===== src/design/ssef_pkg.sv =====
// Shared types and constants for the star skeleton extremity finder.
package ssef_pkg;

    // Largest frame dimension that is honored; larger sizes are clamped to it.
    localparam int unsigned MAX_DIM = 2048;
    localparam int unsigned DIM_W   = 13;

    // Configuration register indexes.
    localparam logic [1:0] CFG_CENTER_X     = 2'd0;
    localparam logic [1:0] CFG_CENTER_Y     = 2'd1;
    localparam logic [1:0] CFG_FRAME_WIDTH  = 2'd2;
    localparam logic [1:0] CFG_FRAME_HEIGHT = 2'd3;

    // Configuration as seen by the datapath.
    typedef struct packed {
        logic [14:0] center_x_q4;
        logic [14:0] center_y_q4;
        logic [11:0] frame_width;
        logic [11:0] frame_height;
    } t_cfg;

    // Beat handed from the distance stage to the tracking stage.
    typedef struct packed {
        logic        valid;
        logic        fg;
        logic        left;
        logic        last;
        logic [29:0] dx2;
        logic [29:0] dy2;
        logic [14:0] xq;
        logic [14:0] yq;
        logic [10:0] row;
    } t_dist_beat;

    // Point in Q.4, column and row.
    typedef struct packed {
        logic [14:0] x;
        logic [14:0] y;
    } t_point;

endpackage


===== src/design/ssef_dist.sv =====
// Input register, pixel qualification and squared offset products.
module ssef_dist (
    input  logic                 i_clk,
    input  logic                 i_rst_n,
    input  ssef_pkg::t_cfg       i_cfg,
    input  logic                 i_en,
    input  logic                 i_in_valid,
    input  logic [7:0]           i_pixel,
    input  logic [10:0]          i_col,
    input  logic [10:0]          i_row,
    input  logic                 i_frame_end,
    output ssef_pkg::t_dist_beat o_beat
);
    import ssef_pkg::*;

    logic        r_valid;
    logic [7:0]  r_pixel;
    logic [10:0] r_col;
    logic [10:0] r_row;
    logic        r_last;

    t_dist_beat  r_beat;
    t_dist_beat  n_beat;

    logic [DIM_W-1:0] w_clamp;
    logic [DIM_W-1:0] h_clamp;
    logic [DIM_W-1:0] col_ext;
    logic [DIM_W-1:0] row_ext;
    logic [14:0]      xq;
    logic [14:0]      yq;
    logic [14:0]      dx;
    logic [14:0]      dy;

    // Input register; it moves whenever the pipeline advances.
    always_ff @(posedge i_clk) begin
        if (!i_rst_n) begin
            r_valid <= 1'b0;
        end else if (i_en) begin
            r_valid <= i_in_valid;
        end
        if (i_en) begin
            r_pixel <= i_pixel;
            r_col   <= i_col;
            r_row   <= i_row;
            r_last  <= i_frame_end;
        end
    end

    // Clamp frame sizes, qualify the pixel, pick its half and square its offsets.
    always_comb begin
        w_clamp = ({1'b0, i_cfg.frame_width} > DIM_W'(MAX_DIM)) ?
                  DIM_W'(MAX_DIM) : {1'b0, i_cfg.frame_width};
        h_clamp = ({1'b0, i_cfg.frame_height} > DIM_W'(MAX_DIM)) ?
                  DIM_W'(MAX_DIM) : {1'b0, i_cfg.frame_height};
        col_ext = {2'b00, r_col};
        row_ext = {2'b00, r_row};
        xq      = {r_col, 4'b0000};
        yq      = {r_row, 4'b0000};
        dx      = (xq >= i_cfg.center_x_q4) ? (xq - i_cfg.center_x_q4)
                                            : (i_cfg.center_x_q4 - xq);
        dy      = (yq >= i_cfg.center_y_q4) ? (yq - i_cfg.center_y_q4)
                                            : (i_cfg.center_y_q4 - yq);

        n_beat       = r_beat;
        n_beat.valid = r_valid;
        n_beat.fg    = (r_pixel != 8'd0) && (col_ext < w_clamp) &&
                       (row_ext < h_clamp) && (row_ext >= (h_clamp >> 1));
        n_beat.left  = col_ext < (w_clamp >> 1);
        n_beat.last  = r_last;
        n_beat.dx2   = 30'(dx * dx);
        n_beat.dy2   = 30'(dy * dy);
        n_beat.xq    = xq;
        n_beat.yq    = yq;
        n_beat.row   = r_row;
    end

    // Product register.
    always_ff @(posedge i_clk) begin
        if (!i_rst_n) begin
            r_beat.valid <= 1'b0;
        end else if (i_en) begin
            r_beat.valid <= n_beat.valid;
        end
        if (i_en) begin
            r_beat.fg   <= n_beat.fg;
            r_beat.left <= n_beat.left;
            r_beat.last <= n_beat.last;
            r_beat.dx2  <= n_beat.dx2;
            r_beat.dy2  <= n_beat.dy2;
            r_beat.xq   <= n_beat.xq;
            r_beat.yq   <= n_beat.yq;
            r_beat.row  <= n_beat.row;
        end
    end

    assign o_beat = r_beat;

endmodule


===== src/design/ssef_track.sv =====
// Farthest point tracking per half, lowest row, and the result register.
module ssef_track (
    input  logic                 i_clk,
    input  logic                 i_rst_n,
    input  ssef_pkg::t_cfg       i_cfg,
    input  ssef_pkg::t_dist_beat i_beat,
    output logic                 o_en,
    output logic                 o_out_valid,
    input  logic                 i_out_stall,
    output logic [30:0]          o_left_dist_sq,
    output logic [30:0]          o_right_dist_sq,
    output logic [14:0]          o_left_far_x,
    output logic [14:0]          o_left_far_y,
    output logic [14:0]          o_right_far_x,
    output logic [14:0]          o_right_far_y,
    output logic signed [15:0]   o_ground_offset
);
    import ssef_pkg::*;

    logic [30:0] r_best_left;
    logic [30:0] r_best_right;
    t_point      r_left_point;
    t_point      r_right_point;
    logic [10:0] r_lowest_row;

    logic [30:0] n_best_left;
    logic [30:0] n_best_right;
    t_point      n_left_point;
    t_point      n_right_point;
    logic [10:0] n_lowest_row;

    logic        r_out_valid;
    logic [30:0] r_left_dist_sq;
    logic [30:0] r_right_dist_sq;
    t_point      r_left_far;
    t_point      r_right_far;
    logic [15:0] r_ground_offset;

    logic [30:0] sq_dist;
    logic        take;
    logic        load;
    t_point      new_point;

    // Average of the kept point and the new one, truncated.
    function automatic t_point avg_point(input t_point a, input t_point b);
        logic [15:0] sx;
        logic [15:0] sy;
        t_point      res;
        sx    = {1'b0, a.x} + {1'b0, b.x};
        sy    = {1'b0, a.y} + {1'b0, b.y};
        res.x = sx[15:1];
        res.y = sy[15:1];
        return res;
    endfunction

    // The pipeline halts only when a result is due and the last one still waits.
    assign o_en = !(i_beat.valid && i_beat.last && r_out_valid && i_out_stall);
    assign take = i_beat.valid && o_en;
    assign load = take && i_beat.last;

    // Next tracking state, including the current pixel.
    always_comb begin
        sq_dist      = {1'b0, i_beat.dx2} + {1'b0, i_beat.dy2};
        new_point.x  = i_beat.xq;
        new_point.y  = i_beat.yq;
        n_best_left  = r_best_left;
        n_best_right = r_best_right;
        n_left_point = r_left_point;
        n_right_point = r_right_point;
        n_lowest_row = r_lowest_row;
        if (i_beat.fg) begin
            if (i_beat.left) begin
                if (sq_dist > r_best_left) begin
                    n_best_left  = sq_dist;
                    n_left_point = new_point;
                end else if (sq_dist == r_best_left) begin
                    n_left_point = avg_point(r_left_point, new_point);
                end
            end else begin
                if (sq_dist > r_best_right) begin
                    n_best_right  = sq_dist;
                    n_right_point = new_point;
                end else if (sq_dist == r_best_right) begin
                    n_right_point = avg_point(r_right_point, new_point);
                end
            end
            if (i_beat.row > r_lowest_row) begin
                n_lowest_row = i_beat.row;
            end
        end
    end

    // Tracking state; cleared after the frame's last beat.
    always_ff @(posedge i_clk) begin
        if (!i_rst_n || load) begin
            r_best_left   <= '0;
            r_best_right  <= '0;
            r_left_point  <= '0;
            r_right_point <= '0;
            r_lowest_row  <= '0;
        end else if (take) begin
            r_best_left   <= n_best_left;
            r_best_right  <= n_best_right;
            r_left_point  <= n_left_point;
            r_right_point <= n_right_point;
            r_lowest_row  <= n_lowest_row;
        end
    end

    // Result register.
    always_ff @(posedge i_clk) begin
        if (!i_rst_n) begin
            r_out_valid <= 1'b0;
        end else if (load) begin
            r_out_valid <= 1'b1;
        end else if (!i_out_stall) begin
            r_out_valid <= 1'b0;
        end
        if (load) begin
            r_left_dist_sq  <= n_best_left;
            r_right_dist_sq <= n_best_right;
            r_left_far      <= n_left_point;
            r_right_far     <= n_right_point;
            r_ground_offset <= {1'b0, n_lowest_row, 4'b0000} -
                               {1'b0, i_cfg.center_y_q4};
        end
    end

    assign o_out_valid     = r_out_valid;
    assign o_left_dist_sq  = r_left_dist_sq;
    assign o_right_dist_sq = r_right_dist_sq;
    assign o_left_far_x    = r_left_far.x;
    assign o_left_far_y    = r_left_far.y;
    assign o_right_far_x   = r_right_far.x;
    assign o_right_far_y   = r_right_far.y;
    assign o_ground_offset = r_ground_offset;

    // A halt only happens while a result is waiting.
    a_halt_needs_result: assert property (@(posedge i_clk) disable iff (!i_rst_n)
        !o_en |-> r_out_valid)
        else $error("pipeline halted without a pending result");

    // A held frame end leaves the tracking state alone.
    a_halt_holds_state: assert property (@(posedge i_clk) disable iff (!i_rst_n)
        !o_en |=> (r_best_left == $past(r_best_left)) &&
                  (r_best_right == $past(r_best_right)) &&
                  (r_lowest_row == $past(r_lowest_row)))
        else $error("tracking state changed while halted");

    // Emitting a result clears the tracking state.
    a_clear_after_result: assert property (@(posedge i_clk) disable iff (!i_rst_n)
        load |=> (r_best_left == '0) && (r_best_right == '0) &&
                 (r_lowest_row == '0) && r_out_valid)
        else $error("state not cleared after frame end");

endmodule


===== src/design/star_skeleton_extremity_finder.sv =====
// Top level of the star skeleton extremity finder.
// Pixels of a frame enter in raster order, one beat per clock while
// o_in_stall is low; the pipeline adds no bubbles: every beat runs through
// an input register, a squared-offset multiply stage and a tracking stage,
// and the result register is loaded when the tracking stage takes the
// frame_end beat. The only throughput limit is the single result register:
// a frame_end beat waits in the tracking stage (and the input stalls) only
// while the previous frame's result has not yet been taken.
// Distances are squared and in Q.8, points and ground offset are in Q.4.
// Configuration may be written only while no frame is in flight.
module star_skeleton_extremity_finder (
    input  logic               i_clk,
    input  logic               i_rst_n,
    input  logic               i_cfg_we,
    input  logic [1:0]         i_cfg_index,
    input  logic [14:0]        i_cfg_data,
    input  logic               i_in_valid,
    output logic               o_in_stall,
    input  logic [7:0]         i_pixel,
    input  logic [10:0]        i_col,
    input  logic [10:0]        i_row,
    input  logic               i_frame_end,
    output logic               o_out_valid,
    input  logic               i_out_stall,
    output logic [30:0]        o_left_dist_sq,
    output logic [30:0]        o_right_dist_sq,
    output logic [14:0]        o_left_far_x,
    output logic [14:0]        o_left_far_y,
    output logic [14:0]        o_right_far_x,
    output logic [14:0]        o_right_far_y,
    output logic signed [15:0] o_ground_offset
);
    import ssef_pkg::*;

    t_cfg       r_cfg;
    t_dist_beat dist_beat;
    logic       en;

    // Configuration registers.
    always_ff @(posedge i_clk) begin
        if (!i_rst_n) begin
            r_cfg.center_x_q4  <= 15'd0;
            r_cfg.center_y_q4  <= 15'd0;
            r_cfg.frame_width  <= 12'd640;
            r_cfg.frame_height <= 12'd480;
        end else if (i_cfg_we) begin
            unique case (i_cfg_index)
                CFG_CENTER_X:     r_cfg.center_x_q4  <= i_cfg_data;
                CFG_CENTER_Y:     r_cfg.center_y_q4  <= i_cfg_data;
                CFG_FRAME_WIDTH:  r_cfg.frame_width  <= i_cfg_data[11:0];
                CFG_FRAME_HEIGHT: r_cfg.frame_height <= i_cfg_data[11:0];
                default: ;
            endcase
        end
    end

    assign o_in_stall = !en;

    // Distance stage.
    ssef_dist u_dist (
        .i_clk       (i_clk),
        .i_rst_n     (i_rst_n),
        .i_cfg       (r_cfg),
        .i_en        (en),
        .i_in_valid  (i_in_valid),
        .i_pixel     (i_pixel),
        .i_col       (i_col),
        .i_row       (i_row),
        .i_frame_end (i_frame_end),
        .o_beat      (dist_beat)
    );

    // Tracking stage and result register.
    ssef_track u_track (
        .i_clk           (i_clk),
        .i_rst_n         (i_rst_n),
        .i_cfg           (r_cfg),
        .i_beat          (dist_beat),
        .o_en            (en),
        .o_out_valid     (o_out_valid),
        .i_out_stall     (i_out_stall),
        .o_left_dist_sq  (o_left_dist_sq),
        .o_right_dist_sq (o_right_dist_sq),
        .o_left_far_x    (o_left_far_x),
        .o_left_far_y    (o_left_far_y),
        .o_right_far_x   (o_right_far_x),
        .o_right_far_y   (o_right_far_y),
        .o_ground_offset (o_ground_offset)
    );

endmodule

===== config.mk =====
export PLATFORM = sky130hd
export DESIGN_NAME = star_skeleton_extremity_finder
export DESIGN_NICKNAME = d
export VERILOG_FILES = /design/src/design/ssef_pkg.sv /design/src/design/ssef_dist.sv /design/src/design/ssef_track.sv /design/src/design/star_skeleton_extremity_finder.sv
export SDC_FILE = /design/constraint.sdc
export NUM_CORES = 2
export LEC_CHECK = 0
export ABC_AREA = 1
export ABC_CLOCK_PERIOD_IN_PS = 13100
export BUFFER_PORTS_ARGS = -buffer_cell sky130_fd_sc_hd__buf_2
export CAP_MARGIN = 20
export CORE_AREA = 2 2 347 349
export CTS_CLUSTER_SIZE = 14
export DETAILED_ROUTE_END_ITERATION = 7
export DIE_AREA = 0 0 349 351
export GPL_TIMING_DRIVEN = 0
export SYNTH_ARGS = -nofsm -noshare
export SYNTH_HDL_FRONTEND = slang
export SYNTH_SLANG_ARGS = --single-unit

===== constraint.sdc =====
create_clock -name i_clk -period 13.1 [get_ports i_clk]
set_input_delay 2.62 -clock i_clk [delete_from_list [all_inputs] [get_ports i_clk]]
set_output_delay 2.62 -clock i_clk [all_outputs]
set_load 0.01 [all_outputs]

Word-level counts from Yosys, hierarchy flattened
Cells that the tools add are included.

operators by class
  add/subtract/negate cells = 10
  multipliers = 2
  $lt $le $gt $ge = 11
  eq/ne operators = 6
  muxes and demuxes = 22
  reductions and logical operators = 17

operator list
  operator              number
  $mux 30               8
  $mux 31               6
  $add 15x15->16        4
  $eq 31x31->1          2
  $gt 31x31->1          2
  $mul 15x15->30        2
  $sub 15x15->15        4
  $add 30x30->31        1
  $ge 15x15->1          2
  $mux 15               2
  $lt 11x13->1          2
  $gt 12x12->1 const B  2
  $mux 12               2
  $mux 11               2
  $sub 15x15->16        1
  $ge 11x12->1          1
  $lt 11x12->1          1
  $gt 11x11->1          1
  $logic_and 1x1->1     8
  $reduce_and 2->1      4
  $reduce_bool 8->1     1
  $eq 2x2->1 const B    2
  $eq 2x1->1 const B    1
  $logic_not 1->1       2
  4 further kinds       5

storage, ports and cells
  flip-flop bits (word level) = 444
  input bits = 53
  output and inout port bits = 140
  logic and storage cells = 100

Logic depth before layout (Yosys ltp)
  word-level depth = 7
  depth in mapped cells = 41
  mapped depth without buffers = 39

Modules after synthesis
Synthesis repeated with hierarchy kept, for this count alone.

second synthesis, totals
  cell total of the unflattened synthesis = 5940
  area total of the unflattened synthesis = 43411.6 um^2

modules (own cells, without submodules)
  module                          times used  cells an instance  area an instance (um^2)  sequential area each (um^2)
  ssef_track                      1           3104               20649.8                  6826.5
  ssef_dist                       1           2494               20534.7                  3463.3
  star_skeleton_extremity_finder  1           342                2227.1                   1081.0

Worst setup path before layout
OpenSTA, ideal clock, no wires.

  path type = input-to-reg
  start point = input port i_out_stall
  end point = register u_track.r_lowest_row[1]
  library setup time = 0.109 ns
  arrival = 10.939 ns
  required time = 12.991 ns
  slack = 2.052 ns
  stages on the path = 8
  buffers on the path = 2
  path through = a21oi_1 > nor2_1 > inv_1 > clkbuf_1 > buf_1 > a21oi_1 > nand2_1 > inv_1

between the ends
  cells in the longest elaborated chain, start to end = 5

ends and longest elaborated chain
  element                 RTL line                              source
  start: declaration      star_skeleton_extremity_finder.sv:24  input logic i_out_stall,
  $logic_and 1x1->1 (*)   ssef_track.sv:57                      assign o_en = !(i_beat.valid && i_beat.last && r_out_valid && i_out_stall);
  $logic_not 1->1 (*)     ssef_track.sv:57
  $logic_and 1x1->1 (*)   ssef_track.sv:58                      assign take = i_beat.valid && o_en;
  $logic_and 1x1->1       ssef_track.sv:59                      assign load = take && i_beat.last;
  $logic_or 1x1->1        ssef_track.sv:95                      if (!i_rst_n || load) begin
  end signal: assignment  ssef_track.sv:106                     r_lowest_row <= n_lowest_row;
  end: declaration        ssef_track.sv:24                      logic [10:0] r_lowest_row;

Every way passes the cells marked *; elsewhere a longest branch is shown, timed or not.
A chain may end at the register's enable or synchronous reset.

==> results.yml <==
yosys:
  yosys.area.top_type: "edfxtp_1"
  ys_seq_elements: 442
  syn_area_um2: 41400
  synthArstFlopShare_pct: 0
  synth_warnings: 0
  syn_nets: 6182
  synth_most_common_cell: "nand2_1"
  synthTopCellsByArea: "edfxtp_1, fa_1, ha_1"
  synthDominantCellAreaShare_pct: 18.3
  synth-edff-count: 252
  ys_seq_area_share_pct: 27.5
  netlist_instances: 5428
  ys_types: 58
  ys.flop_type: "edfxtp_1"
  synth_commonest_cells: "nand2_1, inv_1, ha_1"
  syn_area_per_cell_um2: 7.63
cts:
  clockBufferDepth: 3
  clock-root-buffer: "clkbuf_16"
  cts_tree: "yes"
  clk_latency_ns: 0.68
  path_clk_slew_ns: 0.06
  cts_resized: 0
  cts_hold_buf: 0
  clock-sinks: 442
  cts-htree-levels: 2
  post_cts_buffers: 0
  cts_buffers: 54
hold_path:
  hp-class: "reg -> reg"
  worstHoldStart: "u_dist.r_last"
sta:
  rsz0062_at_grt: "false"
  slew_headroom_pct: 40.4
  drv_slew: 0
  finalSetupViolations: 0
  whs_ns: 0.428
  final_hold_viol_count: 0
  post-route-period-util_pct: 65.6
  skew_ns: 0.0477
  worstMarginPinSlew_ns: 0.894
  post-route-min-period_ns: 8.59
  fmax_mhz: 116
worst_setup_path:
  cp_max_fo: 11
  crit_path_start: "r_cfg[39]"
  worst_ep_arrival_time_ns: 8.97
  cp.required_ns: 13.47
  r2r_start: "r_cfg[39]"
  cpMostUsedCell: "fa_1"
  path_class: "reg -> reg"
  critPathLaunchType: "register"
  setup.worst_path.end_class: "register"
  cpPeakStageDelay_ns: 0.59
  r2r_slack_ns: 4.51
  cp_slowest_cell: "clkbuf_1"
cells_and_area:
  nets: 6437
  fin_util_pct: 38.8
  syn_to_final_growth_pct: 11.7
  drive_gt1_share_pct: 8.52
drt:
  dr.pass1.iters: 8
  drc_errors: 0
  num_vias: 36200
  postRouteAntennaNets: 0
  via_per_inst: 4.98
  drtIter0Drc: 2849
  wl_per_cell_um: 17.5
  totalWireLength_um: 128000
die:
  die_w_um: 349
  placeableCoreArea_um2: 119000
  fp.dieH_um: 351
  ios: 193
  die-area_um2: 122000
  rows: 127
  start_util_pct: 34.8
global_routing:
  grt_util_met1_pct: 28.5
  grt.busiest_layer: "met2"
  grtUsageMet2_pct: 33.1
  first_global_vias: 34400
  grt_use_met3_pct: 2.44
  grt_max_degree: 87
  grt_overflow: 0
  antenna_found_initial: 13
  grt_util_all_layers_pct: 20.5
  grt_pass1_wl_um: 195000
placement:
  place_congestion: 0.949
  portBuffers: 192
  dp_hpwl_um: 104000
flow_run:
  maxCapViolCount: 0
run_status:
  status: "finished, final reports clean"
==> placed cells by master (no fill, tap or decap), drive strengths merged, types with 6 or more instances in the layout <==
cell	count
inv	1025
o21a	10
edfxtp	252
nor4	8
clkbuf	143
a21oi	357
clkinvlp	11
and2	6
ha	425
nand3b	19
o211ai	10
fa	276
xor2	103
clkinv	17
nor3	33
o21ai	211
a21o	12
o21bai	23
dfxtp	190
buf	260
nand2	1396
nor2	458
or2	14
xnor2	30
nand3	337
nand4	79
==> registers in the layout, indices dropped and copies added (netlist names), 8 cells and up <==
name and count:
r_cfg 54, u_dist.o_beat 84, u_dist.r_col 11, u_dist.r_pixel 8, u_dist.r_row 11, u_track.o_ground_offset 16
u_track.o_left_dist_sq 31, u_track.o_left_far_x 15, u_track.o_left_far_y 15, u_track.o_right_dist_sq 31, u_track.o_right_far_x 15, u_track.o_right_far_y 15
u_track.r_best_left 31, u_track.r_best_right 31, u_track.r_left_point 30, u_track.r_lowest_row 11, u_track.r_right_point 30
==> logic make-up (layout without fill, tap and decap cells) <==
| family | Yosys count | in the layout | share of synthesized area [%] |
|---|---|---|---|
| buf+inv | 1157 | 1458 | 10.9 |
| simple gates | 2354 | 2354 | 24.2 |
| other cells | 0 | 1 | 0 |
| xor+xnor | 133 | 133 | 2.86 |
| fa+ha+maj | 701 | 701 | 26.2 |
| compound gates | 641 | 641 | 8.39 |
| flops | 442 | 442 | 27.5 |
==> cell type report <==
| type | count | area, µm² |
|---|---|---|
| fill | 12300 | 72800 |
| multi-input combinational | 3829 | 25500 |
| sequential | 442 | 11400 |
| inverter | 1019 | 3840 |
| tap | 1548 | 1940 |
| clock buffer | 66 | 1440 |
| timing repair buffer | 199 | 1110 |
| buffer | 138 | 682 |
| clock inverter | 36 | 339 |
| antenna | 1 | 2.50 |
==> worst paths after layout <==
path                        end  cells after the start
min          u_dist.o_beat[101]                      0
min reg2reg  u_dist.o_beat[101]                      0
max reg2reg   u_dist.o_beat[95]                     29
max           u_dist.o_beat[95]                     29
==> critical path: cells and delay by family (launching register included) <==
kind | cells | cell delay (ns)
AOI/OAI and AO/OA | 6 | 1.30
xor gates and xnor gates | 2 | 0.30
adders and majority gates | 8 | 3.79
buffers and inverters | 7 | 1.57
DFF | 1 | 0.40
and+or+nand+nor | 6 | 0.94
==> per-layer routing <==
metal | part of all wire, % | wire (µm) | vias up
met5 | 0.064 | 82 | -
met3 | 6.1 | 7810 | 199
li1 | - | - | 17700
met4 | 3.0 | 3800 | 12
met1 | 46 | 58300 | 17100
met2 | 45 | 57700 | 1133
==> through the flow <==
stage                     setup slack, ns  std cells  cell area (µm²)  setup TNS (ns)
after global placement              -5.43       7168            44300         -717.37
final                                4.51       7278            46200               0
after detailed placement             4.62       7175            44500               0
after global routing                 4.15       7278            46200               0
after floorplan                      2.05       5428            41400               0
after CTS                            4.59       7277            46200               0
Power is not shown: default switching activity piles up to over one toggle a cycle in this logic, so the estimate is an artifact.
